`config.mk`:
```
export PLATFORM = sky130hd
export DESIGN_NAME = readout_address_to_serial_id_top
export DESIGN_NICKNAME = d
export VERILOG_FILES = /design/src/sv/rasi_pkg.sv /design/src/sv/rasi_ram.sv /design/src/sv/rasi_serial.sv /design/src/sv/readout_address_to_serial_id_top.sv
export SDC_FILE = /design/constraint.sdc
export NUM_CORES = 2
export LEC_CHECK = 0
export BUFFER_PORTS_ARGS = -buffer_cell sky130_fd_sc_hd__buf_2
export CORE_UTILIZATION = 30
export CTS_CLUSTER_DIAMETER = 200
export DETAILED_ROUTE_END_ITERATION = 8
export GPL_ROUTABILITY_DRIVEN = 0
export PLACE_DENSITY = 0.5
export SKIP_LAST_GASP = 1
export SLEW_MARGIN = 20
export SYNTH_ARGS = -nofsm -noshare
export SYNTH_HDL_FRONTEND = slang
export SYNTH_SLANG_ARGS = --single-unit
```
`constraint.sdc`:
```
create_clock -name clk -period 6.2 [get_ports clk]
set_input_delay 1.24 -clock clk [delete_from_list [all_inputs] [get_ports clk]]
set_output_delay 1.24 -clock clk [all_outputs]
set_load 0.1 [all_outputs]
```
`src/sv/rasi_pkg.sv`:
```
`timescale 1ns / 1ps

package rasi_pkg;

	localparam int MAX_TILES = 64;
	localparam int IDX_W = (MAX_TILES > 1) ? $clog2(MAX_TILES) : 1;
	localparam int CNT_W = $clog2(MAX_TILES + 1);

	localparam int TGT_W = 16;
	localparam int TID_W = 16;
	localparam int SER_W = 24;
	localparam int PSID_W = 13;
	localparam int ENTRY_W = TGT_W + TID_W;

	localparam int CELLS_PER_PIXEL = 3200;
	localparam int ROWS_PER_PIXEL = 50;
	localparam int COLS_PER_PIXEL = 64;
	localparam int PIXELS_PER_TILE_SH = 6;
	localparam int MAX_DIE = 15;
	localparam int MAX_PIXEL = 3;

	// Pixel serial is {rank, die, pixel}; a cell offset is below 3200.
	localparam int PS_W = IDX_W + 6;
	localparam int CELL_W = 12;

	typedef enum logic [1:0] {
		CMD_LOAD,
		CMD_CELL,
		CMD_PIXEL,
		CMD_REVERSE
	} cmd_t;

	typedef enum logic [2:0] {
		STS_OK,
		STS_UNKNOWN,
		STS_BAD_DIE,
		STS_BAD_PIXEL,
		STS_BAD_ROW,
		STS_BAD_COL,
		STS_RANGE,
		STS_FULL
	} status_t;

	typedef enum logic [3:0] {
		S_IDLE,
		S_START,
		S_SCAN,
		S_DRAIN,
		S_DECIDE,
		S_SHIFT,
		S_SHDRAIN,
		S_INSERT,
		S_REV,
		S_MUL,
		S_OUT
	} state_t;

	typedef struct packed {
		logic             start;
		logic             is_cell;
		logic [IDX_W-1:0] rank;
		logic [3:0]       die;
		logic [1:0]       pix;
		logic [5:0]       col;
		logic [5:0]       row;
	} ser_req_t;

endpackage

```
`src/sv/rasi_ram.sv`:
```
`timescale 1ns / 1ps

module rasi_ram #(
	parameter int W = 32,
	parameter int DEPTH = 64,
	parameter int AW = (DEPTH > 1) ? $clog2(DEPTH) : 1
) (
	input  logic          clk,
	input  logic          wr_en,
	input  logic [AW-1:0] wr_addr,
	input  logic [W-1:0]  wr_data,
	input  logic          rd_en,
	input  logic [AW-1:0] rd_addr,
	output logic [W-1:0]  rd_data
);

	logic [W-1:0] mem [DEPTH];

	always_ff @(posedge clk) begin
		if (wr_en) begin
			mem[wr_addr] <= wr_data;
		end
	end

	always_ff @(posedge clk) begin
		if (rd_en) begin
			rd_data <= mem[rd_addr];
		end
	end

endmodule

```
`src/sv/rasi_serial.sv`:
```
`timescale 1ns / 1ps

module rasi_serial (
	input  logic                     clk,
	input  logic                     arst_n,
	input  rasi_pkg::ser_req_t       req,
	output logic                     done,
	output logic [rasi_pkg::SER_W-1:0] serial
);

	logic [rasi_pkg::PS_W-1:0]                    ps;
	logic [rasi_pkg::PS_W+rasi_pkg::CELL_W-1:0]   prod;
	logic [rasi_pkg::CELL_W-1:0]                  cell_off;

	logic                          vld_s1;
	logic                          vld_s2;
	logic                          is_cell_s1;
	logic [rasi_pkg::SER_W-1:0]    prod_s1;
	logic [rasi_pkg::CELL_W-1:0]   cell_s1;
	logic [rasi_pkg::PS_W-1:0]     ps_s1;
	logic [rasi_pkg::SER_W-1:0]    serial_s2;

	assign ps = {req.rank, req.die, req.pix};
	assign prod = (rasi_pkg::PS_W + rasi_pkg::CELL_W)'(ps)
		* (rasi_pkg::PS_W + rasi_pkg::CELL_W)'(rasi_pkg::CELLS_PER_PIXEL);
	// Columns are the slow index inside a pixel, rows the fast one.
	assign cell_off = rasi_pkg::CELL_W'(req.col) * rasi_pkg::CELL_W'(rasi_pkg::ROWS_PER_PIXEL)
		+ rasi_pkg::CELL_W'(req.row);

	always_ff @(posedge clk or negedge arst_n) begin
		if (!arst_n) begin
			vld_s1 <= 1'b0;
			vld_s2 <= 1'b0;
		end else begin
			vld_s1 <= req.start;
			vld_s2 <= vld_s1;
		end
	end

	always_ff @(posedge clk) begin
		is_cell_s1 <= req.is_cell;
		prod_s1 <= rasi_pkg::SER_W'(prod);
		cell_s1 <= cell_off;
		ps_s1 <= ps;
		serial_s2 <= is_cell_s1 ? (prod_s1 + rasi_pkg::SER_W'(cell_s1))
			: rasi_pkg::SER_W'(ps_s1);
	end

	assign done = vld_s2;
	assign serial = serial_s2;

endmodule

```
`src/sv/readout_address_to_serial_id_top.sv`:
```
`timescale 1ns / 1ps
// A lookup or load reads the table once per stored tile, a cell or pixel lookup then
// goes through the multiply and add, and a load that inserts in the middle moves each
// entry above its rank up by one. A reverse lookup reads a single table entry, and range
// errors found from the fields alone finish without reading the table.
// One transaction is worked at a time; the table's single read port sets the rate.
// Reset clears the tile count and the control state; table contents are not cleared.

module readout_address_to_serial_id_top (
	input  logic        clk,
	input  logic        arst_n,

	input  logic        in_valid,
	output logic        in_ready,
	input  logic [1:0]  cmd,
	input  logic [15:0] tile_target,
	input  logic [15:0] tile_id,
	input  logic [4:0]  die_index,
	input  logic [7:0]  cell_column,
	input  logic [6:0]  cell_row,
	input  logic [2:0]  pixel_in_die,
	input  logic [12:0] pixel_serial,

	output logic        out_valid,
	input  logic        out_ready,
	output logic [2:0]  status,
	output logic [23:0] serial_id,
	output logic [15:0] found_target,
	output logic [3:0]  found_die,
	output logic [1:0]  found_pixel,
	output logic [15:0] found_tile_id
);

	localparam int IDX_W = rasi_pkg::IDX_W;
	localparam int CNT_W = rasi_pkg::CNT_W;
	localparam int RNG_W = (CNT_W + rasi_pkg::PIXELS_PER_TILE_SH > rasi_pkg::PSID_W)
		? CNT_W + rasi_pkg::PIXELS_PER_TILE_SH : rasi_pkg::PSID_W;

	rasi_pkg::state_t state_q, state_d;

	rasi_pkg::cmd_t cmd_q;
	logic [15:0] tgt_q;
	logic [15:0] tid_q;
	logic [4:0]  die_q;
	logic [7:0]  col_q;
	logic [6:0]  row_q;
	logic [2:0]  pix_q;
	logic [12:0] psid_q;

	logic [CNT_W-1:0] count_q;
	logic [CNT_W-1:0] rd_idx_q;
	logic             cmp_vld_s1;
	logic [IDX_W-1:0] cmp_idx_s1;
	logic             found_q;
	logic [IDX_W-1:0] slot_q;
	logic [CNT_W-1:0] lt_q;
	logic [15:0]      id_hit_q;
	logic [IDX_W-1:0] sh_idx_q;
	logic             sh_vld_s1;
	logic [IDX_W-1:0] sh_idx_s1;

	rasi_pkg::status_t res_status_q;
	logic [23:0] res_serial_q;
	logic [15:0] res_ftarget_q;
	logic [3:0]  res_fdie_q;
	logic [1:0]  res_fpix_q;
	logic [15:0] res_ftid_q;

	logic              out_valid_q;
	rasi_pkg::status_t status_q;
	logic [23:0]       serial_q;
	logic [15:0]       ftarget_q;
	logic [3:0]        fdie_q;
	logic [1:0]        fpix_q;
	logic [15:0]       ftid_q;

	logic                          ram_wr_en;
	logic [IDX_W-1:0]              ram_wr_addr;
	logic [rasi_pkg::ENTRY_W-1:0]  ram_wr_data;
	logic                          ram_rd_en;
	logic [IDX_W-1:0]              ram_rd_addr;
	logic [rasi_pkg::ENTRY_W-1:0]  ram_rd_data;
	logic [15:0]                   rd_tgt;
	logic [15:0]                   rd_tid;

	rasi_pkg::ser_req_t ser_req;
	logic               ser_done;
	logic [23:0]        ser_serial;

	logic              accept;
	logic              out_load;
	logic              row_bad;
	logic              col_bad;
	logic              pix_bad;
	logic              die_bad;
	logic              row_hi;
	logic [5:0]        row_mod;
	logic [1:0]        pin;
	logic              early_err;
	rasi_pkg::status_t early_sts;
	logic              rev_oob;
	logic              scan_last;
	logic              not_full;
	logic              lookup_ok;

	assign accept = in_valid && in_ready;
	assign in_ready = (state_q == rasi_pkg::S_IDLE);
	assign out_load = (state_q == rasi_pkg::S_OUT) && (!out_valid_q || out_ready);

	assign rd_tgt = ram_rd_data[rasi_pkg::ENTRY_W-1 -: 16];
	assign rd_tid = ram_rd_data[15:0];

	assign row_bad = row_q >= 7'(2 * rasi_pkg::ROWS_PER_PIXEL);
	assign col_bad = col_q >= 8'(2 * rasi_pkg::COLS_PER_PIXEL);
	assign pix_bad = pix_q > 3'(rasi_pkg::MAX_PIXEL);
	assign die_bad = die_q > 5'(rasi_pkg::MAX_DIE);
	assign row_hi = row_q >= 7'(rasi_pkg::ROWS_PER_PIXEL);
	assign row_mod = row_hi ? 6'(row_q - 7'(rasi_pkg::ROWS_PER_PIXEL)) : 6'(row_q);
	// Snake order: the left column of pixels runs upward, the right one downward.
	assign pin = {col_q[6], ~(col_q[6] ^ row_hi)};
	assign rev_oob = RNG_W'(psid_q)
		>= RNG_W'({count_q, {rasi_pkg::PIXELS_PER_TILE_SH{1'b0}}});
	assign scan_last = rd_idx_q == CNT_W'(count_q - 1'b1);
	assign not_full = count_q < CNT_W'(rasi_pkg::MAX_TILES);
	assign lookup_ok = found_q && !die_bad;

	always_comb begin
		early_err = 1'b0;
		early_sts = rasi_pkg::STS_OK;
		case (cmd_q)
			rasi_pkg::CMD_CELL: begin
				if (row_bad) begin
					early_err = 1'b1;
					early_sts = rasi_pkg::STS_BAD_ROW;
				end else if (col_bad) begin
					early_err = 1'b1;
					early_sts = rasi_pkg::STS_BAD_COL;
				end
			end
			rasi_pkg::CMD_PIXEL: begin
				if (pix_bad) begin
					early_err = 1'b1;
					early_sts = rasi_pkg::STS_BAD_PIXEL;
				end
			end
			default: begin
				early_err = 1'b0;
			end
		endcase
	end

	// Next state.
	always_comb begin
		state_d = state_q;
		case (state_q)
			rasi_pkg::S_IDLE: begin
				if (in_valid) begin
					state_d = rasi_pkg::S_START;
				end
			end
			rasi_pkg::S_START: begin
				if (cmd_q == rasi_pkg::CMD_REVERSE) begin
					state_d = rev_oob ? rasi_pkg::S_OUT : rasi_pkg::S_REV;
				end else if (early_err) begin
					state_d = rasi_pkg::S_OUT;
				end else if (count_q == '0) begin
					state_d = rasi_pkg::S_DECIDE;
				end else begin
					state_d = rasi_pkg::S_SCAN;
				end
			end
			rasi_pkg::S_SCAN: begin
				if (scan_last) begin
					state_d = rasi_pkg::S_DRAIN;
				end
			end
			rasi_pkg::S_DRAIN: begin
				state_d = rasi_pkg::S_DECIDE;
			end
			rasi_pkg::S_DECIDE: begin
				if (cmd_q == rasi_pkg::CMD_LOAD) begin
					if (found_q || !not_full) begin
						state_d = rasi_pkg::S_OUT;
					end else if (lt_q == count_q) begin
						state_d = rasi_pkg::S_INSERT;
					end else begin
						state_d = rasi_pkg::S_SHIFT;
					end
				end else begin
					state_d = lookup_ok ? rasi_pkg::S_MUL : rasi_pkg::S_OUT;
				end
			end
			rasi_pkg::S_SHIFT: begin
				if (sh_idx_q == lt_q[IDX_W-1:0]) begin
					state_d = rasi_pkg::S_SHDRAIN;
				end
			end
			rasi_pkg::S_SHDRAIN: begin
				state_d = rasi_pkg::S_INSERT;
			end
			rasi_pkg::S_INSERT: begin
				state_d = rasi_pkg::S_OUT;
			end
			rasi_pkg::S_REV: begin
				state_d = rasi_pkg::S_OUT;
			end
			rasi_pkg::S_MUL: begin
				if (ser_done) begin
					state_d = rasi_pkg::S_OUT;
				end
			end
			rasi_pkg::S_OUT: begin
				if (!out_valid_q || out_ready) begin
					state_d = rasi_pkg::S_IDLE;
				end
			end
			default: begin
				state_d = rasi_pkg::S_IDLE;
			end
		endcase
	end

	// Table port and multiplier controls.
	always_comb begin
		ram_rd_en = 1'b0;
		ram_rd_addr = rd_idx_q[IDX_W-1:0];
		ram_wr_en = 1'b0;
		ram_wr_addr = lt_q[IDX_W-1:0];
		ram_wr_data = {tgt_q, tid_q};
		ser_req.start = 1'b0;
		ser_req.is_cell = (cmd_q == rasi_pkg::CMD_CELL);
		ser_req.rank = lt_q[IDX_W-1:0];
		ser_req.die = die_q[3:0];
		ser_req.pix = (cmd_q == rasi_pkg::CMD_CELL) ? pin : pix_q[1:0];
		ser_req.col = col_q[5:0];
		ser_req.row = row_mod;
		case (state_q)
			rasi_pkg::S_START: begin
				ram_rd_en = (cmd_q == rasi_pkg::CMD_REVERSE) && !rev_oob;
				ram_rd_addr = IDX_W'(psid_q >> rasi_pkg::PIXELS_PER_TILE_SH);
			end
			rasi_pkg::S_SCAN: begin
				ram_rd_en = 1'b1;
			end
			rasi_pkg::S_DECIDE: begin
				if (cmd_q == rasi_pkg::CMD_LOAD) begin
					ram_wr_en = found_q;
					ram_wr_addr = slot_q;
				end else if (cmd_q != rasi_pkg::CMD_REVERSE) begin
					ser_req.start = lookup_ok;
				end
			end
			rasi_pkg::S_SHIFT: begin
				ram_rd_en = 1'b1;
				ram_rd_addr = sh_idx_q;
				ram_wr_en = sh_vld_s1;
				ram_wr_addr = IDX_W'(sh_idx_s1 + 1'b1);
				ram_wr_data = ram_rd_data;
			end
			rasi_pkg::S_SHDRAIN: begin
				ram_wr_en = 1'b1;
				ram_wr_addr = IDX_W'(sh_idx_s1 + 1'b1);
				ram_wr_data = ram_rd_data;
			end
			rasi_pkg::S_INSERT: begin
				ram_wr_en = 1'b1;
			end
			default: begin
				ram_rd_en = 1'b0;
			end
		endcase
	end

	always_ff @(posedge clk or negedge arst_n) begin
		if (!arst_n) begin
			state_q <= rasi_pkg::S_IDLE;
			count_q <= '0;
			cmp_vld_s1 <= 1'b0;
			sh_vld_s1 <= 1'b0;
			out_valid_q <= 1'b0;
		end else begin
			state_q <= state_d;
			cmp_vld_s1 <= (state_q == rasi_pkg::S_SCAN);
			sh_vld_s1 <= (state_q == rasi_pkg::S_SHIFT);
			if (state_q == rasi_pkg::S_INSERT) begin
				count_q <= CNT_W'(count_q + 1'b1);
			end
			if (out_load) begin
				out_valid_q <= 1'b1;
			end else if (out_ready) begin
				out_valid_q <= 1'b0;
			end
		end
	end

	always_ff @(posedge clk) begin
		cmp_idx_s1 <= rd_idx_q[IDX_W-1:0];
		sh_idx_s1 <= sh_idx_q;

		if (accept) begin
			cmd_q <= rasi_pkg::cmd_t'(cmd);
			tgt_q <= tile_target;
			tid_q <= tile_id;
			die_q <= die_index;
			col_q <= cell_column;
			row_q <= cell_row;
			pix_q <= pixel_in_die;
			psid_q <= pixel_serial;
			rd_idx_q <= '0;
			lt_q <= '0;
			found_q <= 1'b0;
			res_status_q <= rasi_pkg::STS_OK;
			res_serial_q <= '0;
			res_ftarget_q <= '0;
			res_fdie_q <= '0;
			res_fpix_q <= '0;
			res_ftid_q <= '0;
		end

		if (state_q == rasi_pkg::S_SCAN) begin
			rd_idx_q <= CNT_W'(rd_idx_q + 1'b1);
		end

		// Targets in the table are unique, so at most one entry hits.
		if (cmp_vld_s1) begin
			if (rd_tgt == tgt_q) begin
				found_q <= 1'b1;
				slot_q <= cmp_idx_s1;
				id_hit_q <= rd_tid;
			end
			if (rd_tgt < tgt_q) begin
				lt_q <= CNT_W'(lt_q + 1'b1);
			end
		end

		case (state_q)
			rasi_pkg::S_START: begin
				if (cmd_q == rasi_pkg::CMD_REVERSE) begin
					if (rev_oob) begin
						res_status_q <= rasi_pkg::STS_RANGE;
					end
				end else if (early_err) begin
					res_status_q <= early_sts;
				end
			end
			rasi_pkg::S_DECIDE: begin
				// The table is kept sorted, so a new target goes in at its rank.
				sh_idx_q <= IDX_W'(count_q - 1'b1);
				if (cmd_q == rasi_pkg::CMD_LOAD) begin
					if (found_q || not_full) begin
						res_ftid_q <= tid_q;
					end else begin
						res_status_q <= rasi_pkg::STS_FULL;
					end
				end else if (!found_q) begin
					res_status_q <= rasi_pkg::STS_UNKNOWN;
				end else if (die_bad) begin
					res_status_q <= rasi_pkg::STS_BAD_DIE;
				end else begin
					res_ftid_q <= id_hit_q;
				end
			end
			rasi_pkg::S_SHIFT: begin
				sh_idx_q <= IDX_W'(sh_idx_q - 1'b1);
			end
			rasi_pkg::S_REV: begin
				res_ftarget_q <= rd_tgt;
				res_ftid_q <= rd_tid;
				res_fdie_q <= psid_q[5:2];
				res_fpix_q <= psid_q[1:0];
				res_serial_q <= 24'(psid_q);
			end
			rasi_pkg::S_MUL: begin
				if (ser_done) begin
					res_serial_q <= ser_serial;
				end
			end
			default: begin
			end
		endcase

		if (out_load) begin
			status_q <= res_status_q;
			serial_q <= res_serial_q;
			ftarget_q <= res_ftarget_q;
			fdie_q <= res_fdie_q;
			fpix_q <= res_fpix_q;
			ftid_q <= res_ftid_q;
		end
	end

	rasi_ram #(
		.W(rasi_pkg::ENTRY_W),
		.DEPTH(rasi_pkg::MAX_TILES),
		.AW(IDX_W)
	) u_table (
		.clk(clk),
		.wr_en(ram_wr_en),
		.wr_addr(ram_wr_addr),
		.wr_data(ram_wr_data),
		.rd_en(ram_rd_en),
		.rd_addr(ram_rd_addr),
		.rd_data(ram_rd_data)
	);

	rasi_serial u_serial (
		.clk(clk),
		.arst_n(arst_n),
		.req(ser_req),
		.done(ser_done),
		.serial(ser_serial)
	);

	assign out_valid = out_valid_q;
	assign status = status_q;
	assign serial_id = serial_q;
	assign found_target = ftarget_q;
	assign found_die = fdie_q;
	assign found_pixel = fpix_q;
	assign found_tile_id = ftid_q;

	a_count_bound: assert property (@(posedge clk) disable iff (!arst_n)
		count_q <= CNT_W'(rasi_pkg::MAX_TILES))
		else $error("tile count beyond table size");

	a_count_step: assert property (@(posedge clk) disable iff (!arst_n)
		(count_q != $past(count_q)) |-> (count_q == CNT_W'($past(count_q) + 1'b1)))
		else $error("tile count changed by other than one");

	a_full_status: assert property (@(posedge clk) disable iff (!arst_n)
		(out_load && (res_status_q == rasi_pkg::STS_FULL))
			|-> (count_q == CNT_W'(rasi_pkg::MAX_TILES)))
		else $error("table full reported with free entries");

	a_mul_done: assert property (@(posedge clk) disable iff (!arst_n)
		ser_done |-> (state_q == rasi_pkg::S_MUL))
		else $error("serial result outside multiply state");

endmodule

```
After elaboration in Yosys (flattened, before gate mapping)
Memories as Yosys holds them, arrays and structs flattened. A register that Yosys moved wholly into a read port is not among the register bits.
Cells that the tools add are included.
- $lt $le $gt $ge: 8
- reductions and logical operators: 24
- bitwise operators: 2
- add/sub/neg operators: 9
- $mul: 2
- equality and inequality tests: 23
- multiplexer cells: 72
- operators with widths (kind ; number):
    $mux W16 ; 7
    $mux W24 ; 2
    $pmux W24 S2 ; 1
    $mux W4 ; 11
    $pmux W4 S10 ; 1
    $pmux W6 S2 ; 3
    $mux W7 ; 5
    $mux W3 ; 11
    $mux W32 ; 1
    $pmux W16 S2 ; 1
    $add A24 B12 Y24 ; 1
    $add A7 B1 Y7 const B ; 3
    $mul A12 B5 Y17 const B ; 1
    $eq A16 B16 Y1 ; 1
    $eq A4 B3 Y1 const B ; 4
    $lt A16 B16 Y1 ; 1
    $eq A7 B7 Y1 ; 2
    $mux W1 ; 14
    $mux W2 ; 7
    $ge A13 B13 Y1 ; 1
    $add A12 B6 Y12 ; 1
    $eq A4 B4 Y1 const B ; 3
    $mux W12 ; 1
    $mux W6 ; 2
    33 further kinds ; 55
- bits in registers: 337
- bits in writable memories: 2048
- memories kept: 1
- input port bits: 74
- logic and storage cells: 182
- memories (name ; words ; bits a word ; read ports ; clocked after Yosys merged registers in ; write ports ; line ; source):
    u_table.mem ; 64 ; 32 ; 1 ; 1 ; 1 ; rasi_ram.sv:17 ; logic [W-1:0] mem [DEPTH];

Depth between registers and ports, before layout
- depth after elaboration: 7
- gate-level depth with buffers: 19
- mapped depth without buffers: 19

By module
From an unflattened synthesis, not the netlist that was laid out.
- cells, all modules: 4561
- area total of the unflattened synthesis: 93883.8 um^2
- by module, submodules not included (module ; area an instance (um^2) ; instances ; seq. area each (um^2) ; cells an instance):
    rasi_ram ; 78835.6 ; 1 ; 62459.9 ; 3324
    readout_address_to_serial_id_top ; 11318.4 ; 1 ; 7377.1 ; 895
    rasi_serial ; 3729.8 ; 1 ; 1311.3 ; 342

Worst setup path after synthesis
OpenSTA, ideal clock, no wires.
- path kind: input to register
- from: in out_ready
- to: reg fdie_q[0] (netlist: found_die[0]) (enable)
- data arrival time: 6.145 ns
- cell stages on the path: 2
- setup slack: -0.527 ns
- cells stage by stage: nand2b_1 > nor3b_1
- cells in the longest elaborated chain, start to end: 2
- ends and longest elaborated chain (element ; line ; source):
    start, declared ; readout_address_to_serial_id_top.sv:25 ; input logic out_ready,
    $logic_or A1 B1 Y1 ; readout_address_to_serial_id_top.sv:108 ; assign out_load = (state_q == rasi_pkg::S_OUT) && (!out_valid_q || out_ready);
    $logic_and A1 B1 Y1 ; readout_address_to_serial_id_top.sv:108 ;
    named net out_load ; readout_address_to_serial_id_top.sv:91 ; logic out_load;
    end signal, assigned ; readout_address_to_serial_id_top.sv:386 ; fdie_q <= res_fdie_q;
    end, declared ; readout_address_to_serial_id_top.sv:73 ; logic [3:0] fdie_q;
The timed path passes the listed nets, and every way through them passes these cells.
A chain may end at the register's enable or synchronous reset.

Final worst setup path
- from: reg state_q[0]
- to: reg u_table.rd_data[1] (read register of u_table.mem) (data pin)
- cells in the longest elaborated chain, start to end: 3
- elaborated cells on any way between the ends: 6
- classes of those cells: eq/ne (3); mux (2); reduce/logical (1)
- ends and longest elaborated chain (element ; line ; source):
    start, declared ; readout_address_to_serial_id_top.sv:39 ; rasi_pkg::state_t state_q, state_d;
    start signal, assigned ; readout_address_to_serial_id_top.sv:276 ; state_q <= rasi_pkg::S_IDLE;
    start signal, assigned ; readout_address_to_serial_id_top.sv:282 ; state_q <= state_d;
    $eq A4 B3 Y1 or $eq A4 B2 Y1 (tied branches) ; readout_address_to_serial_id_top.sv:237 ; case (state_q)
    $reduce_or A2 Y1 (no source line) ; n/a ;
    $pmux W1 S2 ; readout_address_to_serial_id_top.sv:237 ;
    end, declared ; rasi_ram.sv:14 ; output logic [W-1:0] rd_data
Parallel ways exist; a longest one is shown, timed or not.

==> results.json <==
{
  "ys_warn_count": 0,
  "fin_crit_ps": 5010,
  "cts-hold-fix-buffers": 0,
  "dieArea_mm2": 0.319,
  "wl_um": 285000,
  "fin_setup_tns_ps": 0,
  "drc": 0,
  "drt_iter0_drc": 5434,
  "fmax_mhz": 200,
  "grt_max_degree": 73,
  "die_x_um": 565,
  "syn_area_per_cell_um2": 16.6,
  "root_buffer": "clkbuf_16",
  "ant_nets": 0,
  "ys.flop_type": "edfxtp_1",
  "hpwl_um": 165000,
  "r2r_setup_slack_ps": 1190,
  "hp-class": "in -> async",
  "post_cts_buffers": 0,
  "yosysSeqAreaShare_pct": 75.0,
  "crit_arrival_ps": 5590,
  "synth_edf_count": 2272,
  "rows": 206,
  "yosysTopAreaCell": "edfxtp_1",
  "vias": 53800,
  "path_clk_slew_ps": 60,
  "nNetsFinal": 6211,
  "cts_made_buffers": 249,
  "path_max_fanout": 53,
  "drt-wirelength-per-cell_um": 27.5,
  "htreeDepth": 4,
  "synthArstFlopShare_pct": 0.663,
  "port-buffer-count": 140,
  "cts.repair.resized": 0,
  "initial_utilization_pct": 30.1,
  "ys_ff_latch": 2414,
  "powerDensity_mw_per_mm2": 512,
  "grtUsageTotal_pct": 17.5,
  "syn_inst": 5734,
  "io_pins": 141,
  "syn2layout_area_growth_pct": 15.9,
  "layout.cells.most_common": "edfxtp_1",
  "drtPass1Iterations": 6,
  "coreArea_mm2": 0.315,
  "cts_tree": "yes",
  "finalSetupViolCount": 0,
  "rsz0062_at_grt": "false",
  "worst_setup_path_end_kind": "register",
  "clk_latency_ps": 940,
  "cp_common_cell": "buf_12",
  "period_share_pct": 80.8,
  "maxCapViolations": 0,
  "status": "complete, no violations",
  "synth_area_leaders": "edfxtp_1 (72%), mux4_2 (4.5%), mux2i_1 (3.4%)",
  "worstMarginPinSlew_ps": 1070,
  "cts_buffer_depth": 4,
  "slowest_stage": "mux2i_4",
  "path_cells": "nor3b_4, mux2i_4, buf_12, buf_12, mux4_2, a2111oi_0, o22ai_1, nor2_1, a21oi_1",
  "reg2reg_from": "state_q[0]$_DFFE_PN0P_",
  "power.total_uw": 56300,
  "grt_pass1_vias": 53000,
  "synth_area_mm2": 0.0949,
  "synth_nets": 5929,
  "synth_cell_types": 71,
  "final_cell_mix": "edfxtp_1 (2272), nand2_1 (724), a21oi_1 (421)",
  "crit_type": "reg -> reg",
  "viasPerCell": 5.18,
  "critPathLaunchType": "register",
  "grt_pass1_wl_um": 401000,
  "drive_gt1_share_pct": 17.2,
  "globalRoute.totalOverflow": 0,
  "required_ps": 6780,
  "ir_drop_v": 0.000460,
  "antenna_found_initial": 19,
  "p_leak_uw": 0.0366,
  "hold_violations": 0,
  "chipHeight_um": 565,
  "relSlewSlack_pct": 26.7,
  "numClockSinks": 2414,
  "fin_skew_ps": 113,
  "cpPeakStageDelay_ps": 720,
  "worstSetupStartpoint": "state_q[0]$_DFFE_PN0P_",
  "synth_top_area_share_pct": 71.9,
  "slew_violations": 0
}
## metal layers
| layer | GRT usage (%) | share of wire (%) |
|---|---|---|
| met2 | 28.0 | 47 |
| met1 | 23.7 | 42 |
| met4 | 4.63 | 2.5 |
| met3 | 4.25 | 8.5 |
| met5 | 0 | 0.015 |
## synth_stat cells (81+ instances only)
| master | n |
|---|---|
| clkbuf_1 | 184 |
| buf_2 | 81 |
| mux4_2 | 190 |
| mux2i_1 | 320 |
| inv_1 | 94 |
| nor2_1 | 182 |
| edfxtp_1 | 2272 |
| ha_1 | 111 |
| a22oi_1 | 96 |
| a2111oi_0 | 94 |
| a21oi_1 | 422 |
| dfxtp_1 | 126 |
| o221ai_1 | 119 |
| nand2_1 | 724 |
## registers in the layout, indices dropped and copies added, names as in the netlist, 8 cells and up
signal,cells
u_table.mem,2048
u_table.rd_data,32
res_serial_q,24
serial_id,24
u_serial.serial,24
found_target,16
found_tile_id,16
id_hit_q,16
res_ftarget_q,16
res_ftid_q,16
tgt_q,16
tid_q,16
u_serial.prod_s1,14
psid_q,13
u_serial.cell_s1,12
u_serial.ps_s1,12
col_q,8
## worst max-delay path, delay by kind of cell, from the launching register on
| family | cells | cell delay [ps] |
|---|---|---|
| DFF | 1 | 620 |
| muxes | 2 | 1260 |
| and+or+nand+nor | 2 | 1090 |
| buffers and inverters | 2 | 720 |
| AOI/OAI and AO/OA | 3 | 880 |
## worst paths after layout
path                                                 to  cells past startpoint
setup / recovery           u_table.rd_data[1]$_DFFE_PP_                      9
hold / removal                    out_valid$_DFFE_PN0P_                      1
setup reg to reg           u_table.rd_data[1]$_DFFE_PP_                      9
hold reg to reg                 u_serial.done$_DFF_PN0_                      0
max in group asynchronous           sh_vld_s1$_DFF_PN0_                      1
min in group clk                u_serial.done$_DFF_PN0_                      0
## area by class of cell
type                       count  area [µm²]
antenna                        5        12.5
clock buffer                 307        6610
clock inverter               143        1220
fill                       29800      205000
inverter                      94         354
multi-input combinational   2890       22600
sequential                  2414       71100
tap                         4160        5200
timing repair buffer         367        2870
## where the power goes
part | total, µW | internal, µW | switching, µW
clock network | 14600 | 8270 | 6290
logic | 20600 | 6620 | 14000
registers | 21100 | 20100 | 985
## cells by family after synthesis
family	after synthesis	share of synthesized area, %
AOI/OAI and AO/OA	1023	7.23
xor gates and xnor gates	87	0.803
adders and majority gates	121	1.67
buffers and inverters	430	2.03
DFF	2414	75.0
muxes	562	8.52
and+or+nand+nor	1097	4.79
## through the flow
step                      instances  hold slack (ps)  util [%]  setup slack [ps]  instance area, µm²
final                         10400              273      34.9              1190              110000
after global routing          10400              274      34.9               990              110000
after CTS                     10400              227      34.9              1290              110000
after detailed placement       9925              343      32.4              1330              102000
after global placement         9923              334      32.4               991              102000
after floorplan                5734              331         -               621               94900
No activity file was read; power rests on OpenSTA's default activity.
